`src/rtl/core/odid_pkg.sv`:
```
`timescale 1ns / 1ps
// Shared types and constants for the overlapping dword index decryptor.
package odid_pkg;

   // Hard key pairs, used alternately on successive dwords
   localparam logic [31:0] FIRST_KEY  = 32'hE1DA85E3;
   localparam int          FIRST_ROT  = 3;
   localparam logic [31:0] SECOND_KEY = 32'h627E907B;
   localparam int          SECOND_ROT = 7;

   // Job queue between front and back
   localparam int QUEUE_DEPTH = 2;
   localparam int QUEUE_PTR_W = $clog2(QUEUE_DEPTH);
   localparam int QUEUE_CNT_W = $clog2(QUEUE_DEPTH + 1);

   // Window fill levels
   localparam logic [1:0] COUNT_FULL = 2'd3;

   // One job: up to four result bytes, oldest in bits 7:0
   typedef struct packed {
      logic [31:0] data;
      logic [1:0]  final_idx;   // index of the job's last byte
      logic        last;        // job closes the index
   } job_type;

   typedef struct packed {
      logic full;
      logic not_empty;
   } queue_status_type;

endpackage

```
`src/rtl/core/odid_queue.sv`:
```
`timescale 1ns / 1ps
// Short job queue between the decrypting front and the emitting back.
module odid_queue
   import odid_pkg::*;
(
   input  logic             clock,
   input  logic             reset,
   input  logic             push,
   input  job_type          push_job,
   input  logic             pop,
   output job_type          head_job,
   output queue_status_type status
);

   job_type                  entry_ff [QUEUE_DEPTH];
   logic [QUEUE_PTR_W-1:0]   wr_ptr_ff, wr_ptr_in;
   logic [QUEUE_PTR_W-1:0]   rd_ptr_ff, rd_ptr_in;
   logic [QUEUE_CNT_W-1:0]   count_ff, count_in;
   logic                     do_push, do_pop;

   assign status.full      = (count_ff == QUEUE_CNT_W'(QUEUE_DEPTH));
   assign status.not_empty = (count_ff != '0);
   assign do_push          = push && !status.full;
   assign do_pop           = pop && status.not_empty;
   assign head_job         = entry_ff[rd_ptr_ff];

   always_comb begin
      wr_ptr_in = wr_ptr_ff;
      rd_ptr_in = rd_ptr_ff;
      count_in  = count_ff;
      if (do_push) begin
         wr_ptr_in = (wr_ptr_ff == QUEUE_PTR_W'(QUEUE_DEPTH - 1)) ? '0 : wr_ptr_ff + 1'b1;
      end
      if (do_pop) begin
         rd_ptr_in = (rd_ptr_ff == QUEUE_PTR_W'(QUEUE_DEPTH - 1)) ? '0 : rd_ptr_ff + 1'b1;
      end
      if (do_push && !do_pop) begin
         count_in = count_ff + 1'b1;
      end else if (do_pop && !do_push) begin
         count_in = count_ff - 1'b1;
      end
   end

   always_ff @(posedge clock) begin
      if (reset) begin
         wr_ptr_ff <= '0;
         rd_ptr_ff <= '0;
         count_ff  <= '0;
      end else begin
         wr_ptr_ff <= wr_ptr_in;
         rd_ptr_ff <= rd_ptr_in;
         count_ff  <= count_in;
      end
   end

   always_ff @(posedge clock) begin
      if (do_push) begin
         entry_ff[wr_ptr_ff] <= push_job;
      end
   end

endmodule

```
`src/rtl/core/odid_front.sv`:
```
`timescale 1ns / 1ps
// Front: takes bytes, keeps the window, decrypts dwords and builds jobs.
module odid_front
   import odid_pkg::*;
(
   input  logic             clock,
   input  logic             reset,
   input  logic             csr_write_enable,
   input  logic [31:0]      csr_write_data,
   input  logic             req_valid,
   output logic             req_stall,
   input  logic [7:0]       req_data_byte,
   input  logic             req_is_last,
   input  queue_status_type q_status,
   output logic             push,
   output job_type          push_job
);

   function automatic logic [31:0] rotr(input logic [31:0] v, input int r);
      rotr = (v >> r) | (v << (32 - r));
   endfunction

   logic [31:0] index_key_ff;
   logic [23:0] window_ff, window_in;
   logic [1:0]  count_ff, count_in;
   logic        ksel_ff, ksel_in;

   logic        accept;
   logic [31:0] dword, diff, plain;
   logic [23:0] fill_window;

   assign req_stall = q_status.full;
   assign accept    = req_valid && !req_stall;
   assign dword     = {req_data_byte, window_ff};

   always_comb begin
      if (ksel_ff) begin
         diff  = dword - SECOND_KEY;
         plain = index_key_ff ^ rotr(diff, SECOND_ROT);
      end else begin
         diff  = dword - FIRST_KEY;
         plain = index_key_ff ^ rotr(diff, FIRST_ROT);
      end
   end

   // pending bytes sit above zeros, so the new byte lands at the fill level
   always_comb begin
      case (count_ff)
         2'd0:    fill_window = {16'h0000, req_data_byte};
         2'd1:    fill_window = {8'h00, req_data_byte, window_ff[7:0]};
         2'd2:    fill_window = {req_data_byte, window_ff[15:0]};
         default: fill_window = window_ff;
      endcase
   end

   always_comb begin
      window_in = window_ff;
      count_in  = count_ff;
      ksel_in   = ksel_ff;
      push      = 1'b0;
      push_job  = '{data: plain, final_idx: 2'd0, last: 1'b0};
      if (accept) begin
         if (count_ff != COUNT_FULL) begin
            window_in = fill_window;
            count_in  = count_ff + 1'b1;
            if (req_is_last) begin
               push     = 1'b1;
               push_job = '{data: {8'h00, fill_window}, final_idx: count_ff, last: 1'b1};
            end
         end else begin
            window_in = plain[31:8];
            ksel_in   = !ksel_ff;
            push      = 1'b1;
            push_job  = '{data: plain, final_idx: req_is_last ? 2'd3 : 2'd0,
                          last: req_is_last};
         end
         if (req_is_last) begin
            window_in = '0;
            count_in  = '0;
            ksel_in   = 1'b0;
         end
      end
   end

   always_ff @(posedge clock) begin
      if (reset) begin
         index_key_ff <= '0;
         window_ff    <= '0;
         count_ff     <= '0;
         ksel_ff      <= 1'b0;
      end else begin
         if (csr_write_enable) begin
            index_key_ff <= csr_write_data;
         end
         window_ff <= window_in;
         count_ff  <= count_in;
         ksel_ff   <= ksel_in;
      end
   end

endmodule

```
`src/rtl/core/odid_back.sv`:
```
`timescale 1ns / 1ps
// Back: holds one job and hands its bytes out one item a cycle while rsp is not stalled.
module odid_back
   import odid_pkg::*;
(
   input  logic             clock,
   input  logic             reset,
   input  queue_status_type q_status,
   input  job_type          head_job,
   output logic             pop,
   output logic             rsp_valid,
   input  logic             rsp_stall,
   output logic [7:0]       rsp_out_byte,
   output logic             rsp_out_last
);

   logic        cur_valid_ff, cur_valid_in;
   job_type     cur_job_ff;
   logic [1:0]  idx_ff, idx_in;
   logic        at_end, taken;

   assign at_end       = (idx_ff == cur_job_ff.final_idx);
   assign taken        = cur_valid_ff && !rsp_stall;
   assign rsp_valid    = cur_valid_ff;
   assign rsp_out_byte = cur_job_ff.data[8*idx_ff +: 8];
   assign rsp_out_last = cur_job_ff.last && at_end;
   assign pop          = q_status.not_empty && (!cur_valid_ff || (taken && at_end));

   always_comb begin
      cur_valid_in = cur_valid_ff;
      idx_in       = idx_ff;
      if (pop) begin
         cur_valid_in = 1'b1;
         idx_in       = '0;
      end else if (taken) begin
         if (at_end) begin
            cur_valid_in = 1'b0;
         end else begin
            idx_in = idx_ff + 1'b1;
         end
      end
   end

   always_ff @(posedge clock) begin
      if (reset) begin
         cur_valid_ff <= 1'b0;
         idx_ff       <= '0;
      end else begin
         cur_valid_ff <= cur_valid_in;
         idx_ff       <= idx_in;
      end
   end

   always_ff @(posedge clock) begin
      if (pop) begin
         cur_job_ff <= head_job;
      end
   end

endmodule

```
`src/rtl/core/overlapping_dword_index_decrypt.sv`:
```
`timescale 1ns / 1ps
// A byte that completes a dword is written into the queue, then into the back's job register, which drives rsp.
// Throughput: one byte a cycle while req_stall is low; only a closing byte costs extra, up to 4 items from one job.
// The rate is set by the back end, which hands out one item a cycle from its job register while rsp is not stalled.
// Reset (synchronous, active high) clears index_key, the window, the key select and the queue.
// Top level of the overlapping dword index decryptor.
module overlapping_dword_index_decrypt
   import odid_pkg::*;
(
   input  logic        clock,
   input  logic        reset,
   input  logic        csr_write_enable,
   input  logic [31:0] csr_write_data,
   input  logic        req_valid,
   output logic        req_stall,
   input  logic [7:0]  req_data_byte,
   input  logic        req_is_last,
   output logic        rsp_valid,
   input  logic        rsp_stall,
   output logic [7:0]  rsp_out_byte,
   output logic        rsp_out_last
);

   // Front decrypts at once and writes a job per dword (or per short-stream flush);
   // filling bytes make no job. A closing job carries the three window bytes too.
   queue_status_type q_status;
   job_type          push_job;
   job_type          head_job;
   logic             push;
   logic             pop;

   odid_front u_front (
      .clock            (clock),
      .reset            (reset),
      .csr_write_enable (csr_write_enable),
      .csr_write_data   (csr_write_data),
      .req_valid        (req_valid),
      .req_stall        (req_stall),
      .req_data_byte    (req_data_byte),
      .req_is_last      (req_is_last),
      .q_status         (q_status),
      .push             (push),
      .push_job         (push_job)
   );

   // Two-entry queue: the front keeps taking items while a result waits on rsp
   odid_queue u_queue (
      .clock    (clock),
      .reset    (reset),
      .push     (push),
      .push_job (push_job),
      .pop      (pop),
      .head_job (head_job),
      .status   (q_status)
   );

   // Back walks the job's bytes, one item per accepted rsp cycle
   odid_back u_back (
      .clock        (clock),
      .reset        (reset),
      .q_status     (q_status),
      .head_job     (head_job),
      .pop          (pop),
      .rsp_valid    (rsp_valid),
      .rsp_stall    (rsp_stall),
      .rsp_out_byte (rsp_out_byte),
      .rsp_out_last (rsp_out_last)
   );

endmodule

```
`config.mk`:
```
export PLATFORM = sky130hd
export DESIGN_NAME = overlapping_dword_index_decrypt
export DESIGN_NICKNAME = d
export VERILOG_FILES = /design/src/rtl/core/odid_pkg.sv /design/src/rtl/core/odid_queue.sv /design/src/rtl/core/odid_front.sv /design/src/rtl/core/odid_back.sv /design/src/rtl/core/overlapping_dword_index_decrypt.sv
export SDC_FILE = /design/constraint.sdc
export NUM_CORES = 1
export LEC_CHECK = 0
export BUFFER_PORTS_ARGS = -buffer_cell sky130_fd_sc_hd__buf_2
export CORE_ASPECT_RATIO = 0.8
export CORE_MARGIN = 3
export CORE_UTILIZATION = 55
export CTS_BUF_LIST = sky130_fd_sc_hd__clkbuf_8
export DETAILED_ROUTE_END_ITERATION = 6
export PLACE_DENSITY = 0.73
export SYNTH_ARGS = -nofsm -noshare
export SYNTH_HDL_FRONTEND = slang
export SYNTH_HIERARCHICAL = 1
export SYNTH_SLANG_ARGS = --single-unit
```
`constraint.sdc`:
```
create_clock -name clock -period 4.11 [get_ports clock]
set_clock_uncertainty 0.2 [all_clocks]
set_input_delay 0.822 -clock clock [delete_from_list [all_inputs] [get_ports clock]]
set_output_delay 0.822 -clock clock [all_outputs]
set_load 0.03 [all_outputs]
```
### Word level (Yosys, flattened, before mapping)

Memory sizes are Yosys's and may differ from the RTL's. A register that Yosys moved wholly into a read port is not among the register bits.
Index checks and enable logic that the tools add are counted.

| word-level totals | value |
|---|---|
| RAM bits | 70 |
| ROM bits | 0 |
| memories kept | 1 |
| register bits after elaboration | 66 |
| latch bits | 0 |

Memory list:

| name | depth | width | read ports | clocked after memory_dff | wr ports | RTL line | source |
|---|---|---|---|---|---|---|---|
| u_queue.entry_ff | 2 | 35 | 1 | 1 | 1 | odid_queue.sv:15 | `job_type entry_ff [QUEUE_DEPTH];` |

| cells by class | value |
|---|---|
| shift operators | 1 |
| divide/modulo/power cells | 0 |
| bitwise logic cells | 5 |
| equality and inequality tests | 6 |
| muxes and demuxes | 24 |
| $lt $le $gt $ge | 0 |
| multiply operators | 0 |
| add/sub/neg operators | 8 |
| reduce and logical (&&, ||, !) cells | 27 |

Operator list:

| cell | count |
|---|---|
| 2-to-1 mux 35 bit | 3 |
| case mux 24 bit (3 select lines) | 1 |
| XOR 32 bit | 2 |
| 2-to-1 mux 24 bit | 2 |
| 2-to-1 mux 32 bit | 1 |
| OR 25 x 32 -> 32 bit | 1 |
| OR 29 x 32 -> 32 bit | 1 |
| indexed part select 32 x 6 -> 8 bit | 1 |
| subtractor 32 x 31 -> 32 bit (second input constant) | 1 |
| subtractor 32 bit (second input constant) | 1 |
| 2-to-1 mux 1 bit | 12 |
| 2-to-1 mux 2 bit | 5 |
| nonzero test 2 bit | 5 |
| logical AND 1 bit | 9 |
| AND reduction 2 bit | 4 |
| adder 2 x 1 -> 2 bit (second input constant) | 3 |
| logical NOT 1 bit | 6 |
| equality test 2 bit (second input constant) | 2 |
| inequality test 2 bit (second input constant) | 2 |
| adder 1 bit (second input constant) | 2 |
| equality test 2 x 1 -> 1 bit (second input constant) | 1 |
| equality test 2 bit | 1 |
| logical NOT 2 bit | 1 |
| OR reduction 2 bit | 1 |
| 3 further kinds | 3 |

### Depth between registers and ports, before layout

Gate-level depths: netlist of run 1.

| depth | value |
|---|---|
| depth in word-level cells | 9 |
| mapped depth | 11 |
| depth with buffers taken out | 9 |

### By module

The synthesis of run 1 kept the hierarchy.

By module, submodules not included:

| module | area each (um2) | times used | cells an instance | seq. area each (um2) |
|---|---|---|---|---|
| odid_front | 4988.5 | 1 | 643 | 1181.1 |
| odid_queue | 2736.4 | 1 | 134 | 2202.1 |
| odid_back | 1515.2 | 1 | 68 | 1111.1 |

### Worst setup path before layout of run 1

No wires, ideal clock.

| timing | value |
|---|---|
| kind | input-to-reg |
| start point | in req_valid |
| end point | mem u_queue/entry_ff[0][0] (netlist name) (enable) |
| buffers on the path | 2 |
| library setup time | 0.390 ns |
| cell stages on the path | 7 |
| data required time | 3.520 ns |
| arrival | 2.497 ns |
| setup slack | 1.023 ns |
| cells stage by stage | nand2b_1 > clkbuf_1 > clkbuf_1 > nor2_1 > inv_1 > or3_1 > inv_1 |

| between the ends | value |
|---|---|
| longest elaborated chain between the ends | 5 |

Ends and longest elaborated chain:

| item | RTL line | source |
|---|---|---|
| start: declaration | overlapping_dword_index_decrypt.sv:14 | `input logic req_valid,` |
| logical AND 1 bit | odid_front.sv:33 | `assign accept = req_valid && !req_stall;` |
| 2-to-1 mux 1 bit | odid_front.sv:62 | `if (accept) begin` |
| net push | overlapping_dword_index_decrypt.sv:29 | `logic push;` |
| logical AND 1 bit | odid_queue.sv:23 | `assign do_push = push && !status.full;` |
| 2-to-1 mux 1 bit | odid_queue.sv:57 | `if (do_push) begin` |
| 2-to-1 mux 1 bit (implied by the code) | odid_queue.sv:58 | `entry_ff[wr_ptr_ff] <= push_job;` |
| end: declaration | odid_queue.sv:15 |  |

The timed path passes the listed nets, and every way through them passes these cells.

==> results of run 1 <==
-- registers in the layout, summed over array words and instances (netlist names), named ones only --
register	flops
u_queue/wr_ptr_ff	1
u_front/index_key_ff	32
u_queue/rd_ptr_ff	1
u_front/count_ff	2
u_back/rsp_valid	1
u_front/ksel_ff	1
u_back/cur_job_ff	35
u_front/window_ff	24
u_back/idx_ff	2
u_queue/entry_ff	70
u_queue/count_ff	2
-- power by group --
group          internal (mW)  switching [mW]  total (mW)
Combinational          0.587           0.908        1.49
Sequential              2.30           0.288        2.58
Clock                  0.450           0.706        1.16
-- metal layers --
metal  share of wire  vias to the layer above
li1                -                     3121
met4           0.016                        0
met2            0.45                      352
met1            0.44                     3379
met3           0.094                       40
met5               0                        -
-- kinds of logic after synthesis --
| family | count (synthesis) | synth area share |
|---|---|---|
| compound gates | 192 | 0.153 |
| xor+xnor | 84 | 0.0825 |
| fa+ha+maj | 6 | 0.00812 |
| buf+inv | 87 | 0.0424 |
| flops | 172 | 0.486 |
| mux | 90 | 0.116 |
| simple gates | 214 | 0.111 |
-- critical path, delay by kind of cell, from the launching register on --
family          cells  cell delay, ps
flops               1             560
xor+xnor            2             270
compound gates      4            1450
simple gates        2             770
-- synth_stat cells, drive strengths merged (7+ instances only) --
library cell | number | area share
mux4 | 8 | 0.022
xnor2 | 56 | 0.053
nor3 | 7 | 0.0038
nand3 | 11 | 0.0060
mux2 | 36 | 0.044
xor2 | 28 | 0.029
a22oi | 15 | 0.012
o211ai | 8 | 0.0095
dfxtp | 67 | 0.15
inv | 16 | 0.0065
nand2 | 41 | 0.017
and2 | 7 | 0.0049
nor4 | 8 | 0.0077
o21ai | 35 | 0.019
buf | 33 | 0.020
a221oi | 13 | 0.013
nor2b | 7 | 0.0050
nor2 | 96 | 0.039
a21oi | 58 | 0.032
a211oi | 7 | 0.0068
clkbuf | 38 | 0.015
edfxtp | 105 | 0.34
mux2i | 46 | 0.050
-- metrics by stage --
stage	area (µm²)	setup slack, ps
2_1_floorplan	9240	1020
3_5_place_dp	9530	695
3_3_place_gp	9530	773
5_1_grt	9920	507
6_report	9920	588
4_1_cts	9920	678
-- worst min path at each step --
stage                                               from                              to  slack, ps  cells past startpoint
after floorplan           u_queue/wr_ptr_ff$_SDFFE_PP0N_  u_queue/wr_ptr_ff$_SDFFE_PP0N_        250                      2
after global placement    u_queue/wr_ptr_ff$_SDFFE_PP0N_  u_queue/wr_ptr_ff$_SDFFE_PP0N_        270                      2
after detailed placement  u_queue/rd_ptr_ff$_SDFFE_PP0P_                            flop        290                      2
after CTS                 u_queue/wr_ptr_ff$_SDFFE_PP0N_  u_queue/wr_ptr_ff$_SDFFE_PP0N_        310                      2
after global routing      u_queue/rd_ptr_ff$_SDFFE_PP0P_  u_queue/rd_ptr_ff$_SDFFE_PP0P_        330                      2
final                     u_queue/rd_ptr_ff$_SDFFE_PP0P_                            flop        310                      2
-- layout make-up --
type / count / area, µm² / share of cell area
Sequential cell: 172 / 4500 / 0.453
Multi-Input combinational cell: 586 / 4350 / 0.439
Timing Repair Buffer: 66 / 355 / 0.0358
Tap cell: 215 / 269 / 0.0271
Clock buffer: 17 / 234 / 0.0236
Clock inverter: 15 / 150 / 0.0151
Inverter: 16 / 60.1 / 0.00606
==> results_dict.tcl, run 1 <==
set metrics [dict create \
    status "complete, no violations" \
    power_leakage_nw 3.64 \
    rows 41 \
    numCtsBuffers 17 \
    r2r_slack_ps 590 \
    drt_iter0_markers 830 \
    max_freq_ghz 0.284 \
    nFillCells 1372 \
    max_cap_violations 0 \
    dp.final_hpwl_um 17800 \
    ctsResizeCount 0 \
    via_per_inst 6.34 \
    timing.hold.ws_ps 309 \
    r2r_start "u_front/window_ff[11]$_SDFFE_PP0P_" \
    cp.required_ps 4100 \
    async_reset_ff_frac 0 \
    cts_num_sinks 172 \
    nNetsFinal 911 \
    grt_overflow 0 \
    route.detailed.drc 0 \
    cp_cell_sequence "nor4_1 -> o311ai_4 -> a21oi_2 -> xnor2_1 -> nor2_1 -> a21oi_1 -> xnor2_1 -> o21ai_0" \
    fp.dieW_um 151 \
    clk_path_buf_depth 2 \
    syn_nets 897 \
    rsz0062_at_grt "false" \
    drive_gt1_frac 0.189 \
    grt_pass1_vias 6562 \
    critical_path.max_stage_delay_ps 710 \
    die_area_um2 18400 \
    vias 6892 \
    cp_common_cell "xnor2_1" \
    fp.dieH_um 122 \
    worst_ep_arrival_time_ps 3510 \
    dp_cells 1055 \
    tightest_slew_ps 991 \
    netlist_area_um2 9240 \
    grt_pass1_wl_um 38700 \
    tritoncts "yes" \
    endpoint "u_queue/entry_ff[1][21]$_DFFE_PP_" \
    slew_violations 0 \
    final_cell_mix "edfxtp_1 (105), nor2_1 (96), dfxtp_1 (66)" \
    setup_tns_ps 0 \
    ys_seq_area_frac 0.486 \
    synth-edff-count 105 \
    initial_core_util 0.574 \
    period_needed_ps 3520 \
    layout_commonest_cell "edfxtp_1" \
    relSlewSlack 0.334 \
    top_usage_layer "met2" \
    core_um2 16100 \
    use_met3 0.0480 \
    postCtsHoldBufs 0 \
    crit_type "reg -> reg" \
    cp_slowest_cell "nor4_1" \
    io_pins 57 \
    postRouteAntennaNets 0 \
    first_pass_iters 6 \
    endpoint_kind "flop" \
    setup_violations 0 \
    syn_inst 845 \
    worstSkewPairLatency_ps 470 \
    power_mw 5.23 \
    synth.distinct_cells 80 \
    grt_max_degree 52 \
    clkTransAtPathRegs_ps 100 \
    critPathLaunchType "flop" \
    gp_congestion 0.982 \
    cts-root-buf "clkbuf_8" \
    grt_use_met2 0.423 \
    startpoint "u_front/window_ff[11]$_SDFFE_PP0P_" \
    crit_fanout 13 \
    syn_avg_cell_area_um2 10.9 \
    timing.final.crit_share 0.857 \
    rr_endpoint "u_queue/entry_ff[1][21]$_DFFE_PP_" \
    worst-r2r-cell-count 8 \
    yosys_warnings 6 \
    met1_usage 0.422 \
    instances_no_fill 1087 \
    routed_wl_um 25400 \
    grt_antenna_before_repair 0 \
    hold_path_class "reg -> reg" \
    ys_ff_latch 172 \
    cts_setup_buffers 0 \
    diodes 0 \
    power.density_nw_per_um2 528 \
    hold_viol_final 0 \
    vdd_drop_max_v 0.000263 \
    post-route-util 0.616 \
    dominantRegCellSynth "edfxtp_1" \
    grt_usage 0.282 \
    areaGrowthSynthToFinish_pct 7.34 \
    avgRoutedWirePerCell_um 23.4 \
    portBuffers 56 \
    ctsHtreeMaxLevel 4 \
]
No activity file was read; power rests on OpenSTA's default activity.
==> run 2, diff against run 1 <==
--- a/config.mk
+++ b/config.mk
@@ -7,7 +7,7 @@
 export LEC_CHECK = 0
 export BUFFER_PORTS_ARGS = -buffer_cell sky130_fd_sc_hd__buf_2
 export CORE_ASPECT_RATIO = 0.8
-export CORE_MARGIN = 3
+export CORE_MARGIN = 2
 export CORE_UTILIZATION = 55
 export CTS_BUF_LIST = sky130_fd_sc_hd__clkbuf_8
 export DETAILED_ROUTE_END_ITERATION = 6
==> results_dict.tcl, run 2 (synthesis results as in run 1) <==
set metrics [dict create \
    nFillCells 1367 \
    fp.dieH_um 120 \
    critPathLaunchType "flop" \
    max_freq_ghz 0.302 \
    dp.final_hpwl_um 17000 \
    hold-path-cell-count 2 \
    netSwitchingFraction 0.351 \
    setup_tns_ps 0 \
    cts-root-buf "clkbuf_8" \
    clockPowerShare 0.220 \
    drive_gt1_frac 0.187 \
    ctsResizeCount 0 \
    diodes 0 \
    holdPathEnd "u_queue/wr_ptr_ff$_SDFFE_PP0N_" \
    worstSkewPairLatency_ps 460 \
    initial_core_util 0.560 \
    rsz0062_at_grt "false" \
    hold_path_class "reg -> reg" \
    clkTransAtPathRegs_ps 90 \
    portBuffers 56 \
    setup_violations 0 \
    tightest_slew_ps 1010 \
    postCtsHoldBufs 0 \
    grt_pass1_vias 6418 \
    grt_pass1_wl_um 37600 \
    met1_usage 0.413 \
    rr_endpoint "u_queue/entry_ff[0][27]$_DFFE_PP_" \
    ctsHtreeMaxLevel 4 \
    numCtsBuffers 17 \
    avgRoutedWirePerCell_um 22.0 \
    worst_ep_arrival_time_ps 3330 \
    cts_setup_buffers 0 \
    r2r_slack_ps 800 \
    timing.final.crit_share 0.805 \
    power_leakage_nw 3.66 \
    sequentialPowerShare 0.494 \
    grt_usage 0.281 \
    areaGrowthSynthToFinish_pct 7.41 \
    endpoint_kind "flop" \
    relSlewSlack 0.329 \
    max_cap_violations 0 \
    power.internal_mw 3.37 \
    grt_use_met2 0.432 \
    fp.dieW_um 149 \
    slew_violations 0 \
    vias 6828 \
    via_per_inst 6.25 \
    core_um2 16500 \
    cts_num_sinks 172 \
    route.detailed.drc 0 \
    rows 42 \
    layout_commonest_cell "edfxtp_1" \
    use_met3 0.0612 \
    grt_max_degree 52 \
    clk_path_buf_depth 2 \
    tritoncts "yes" \
    routed_wl_um 24100 \
    crit_fanout 13 \
    instances_no_fill 1093 \
    gp_congestion 0.989 \
    postRouteAntennaNets 0 \
    grt_overflow 0 \
    r2r_start "u_front/window_ff[12]$_SDFFE_PP0P_" \
    dp_cells 1061 \
    register_area_um2 4500 \
    grt_antenna_before_repair 0 \
    period_needed_ps 3310 \
    multi_input_area_um2 4350 \
    combinationalPowerShare 0.286 \
    largest_reg_flops 70 \
    power_mw 5.20 \
    cp.required_ps 4130 \
    holdCritStartpoint "u_queue/wr_ptr_ff$_SDFFE_PP0N_" \
    top_usage_layer "met2" \
    crit_type "reg -> reg" \
    nNetsFinal 912 \
    hold_viol_final 0 \
    top_register "u_queue/entry_ff" \
    switchingPower_mw 1.82 \
    drt_iter0_markers 784 \
    vdd_drop_max_v 0.000267 \
    die_area_um2 17900 \
    status "complete, no violations" \
    io_pins 57 \
    final_cell_mix "edfxtp_1 (105), nor2_1 (96), dfxtp_1 (66)" \
    worst-r2r-cell-count 7 \
    power.density_nw_per_um2 524 \
    reg.largest.list "u_queue/entry_ff x70, u_back/cur_job_ff x35, u_front/index_key_ff x32" \
    first_pass_iters 6 \
]
-- run 2: cell types whose count changed in the layout (fill, tap and decap cells not counted), sizes merged --
cell and delta:
clkinvlp -2, buf +1, bufinv +1, inv +1
-- run 2: metal layers --
layer / part of all wire / wire [µm]
met5: 0 / 0
met4: 0.012 / 282
met3: 0.092 / 2210
met2: 0.45 / 10900
met1: 0.44 / 10700
-- run 2: critical path: stages, from the launching register on --
cell       delay, ps
dfxtp_1          550
nor4_1           700
o311ai_4         310
a2111oi_2        400
xnor2_1          170
nor2_1            70
or4_1            450
and3_1           210
-- run 2: worst max path at each step --
stage	to	from	depth (start not counted)
floorplan	u_queue/entry_ff[0][0]$_DFFE_PP_	req_valid	7
global placement	u_front/window_ff[20]$_SDFFE_PP0P_	req_data_byte[0]	9
detailed placement	u_queue/entry_ff[0][29]$_DFFE_PP_	req_data_byte[0]	8
CTS	rsp_out_byte[3]	u_back/idx_ff[0]$_SDFFE_PP0P_	2
global route	u_queue/entry_ff[0][21]$_DFFE_PP_	u_front/window_ff[12]$_SDFFE_PP0P_	8
finish	u_queue/entry_ff[0][27]$_DFFE_PP_	u_front/window_ff[12]$_SDFFE_PP0P_	7
-- run 2: metrics by stage --
step                setup slack [ps]  cell area, µm²  hold WS [ps]  utilization
floorplan                       1020            9240           252            -
global placement                 932            9550           267        0.579
detailed placement               886            9550           275        0.579
CTS                              845            9920           288        0.601
global route                     573            9920           322        0.601
finish                           803            9920           290        0.601
-- run 2: power by group through the flow --
stage	Sequential, mW	Combinational, mW	Clock [mW]
global placement	2.59	1.44	0
CTS	2.57	1.47	1.17
finish	2.57	1.48	1.15
global route	2.60	1.61	1.25
floorplan	2.42	1.19	0
detailed placement	2.61	1.47	0
-- run 2: area by class of cell --
cell class / count / area share
sequential: 172 / 0.453
clock buffer: 17 / 0.0236
timing repair buffer: 67 / 0.0366
multi-input combinational: 586 / 0.439
clock inverter: 15 / 0.0144
inverter: 16 / 0.00605
tap: 220 / 0.0277
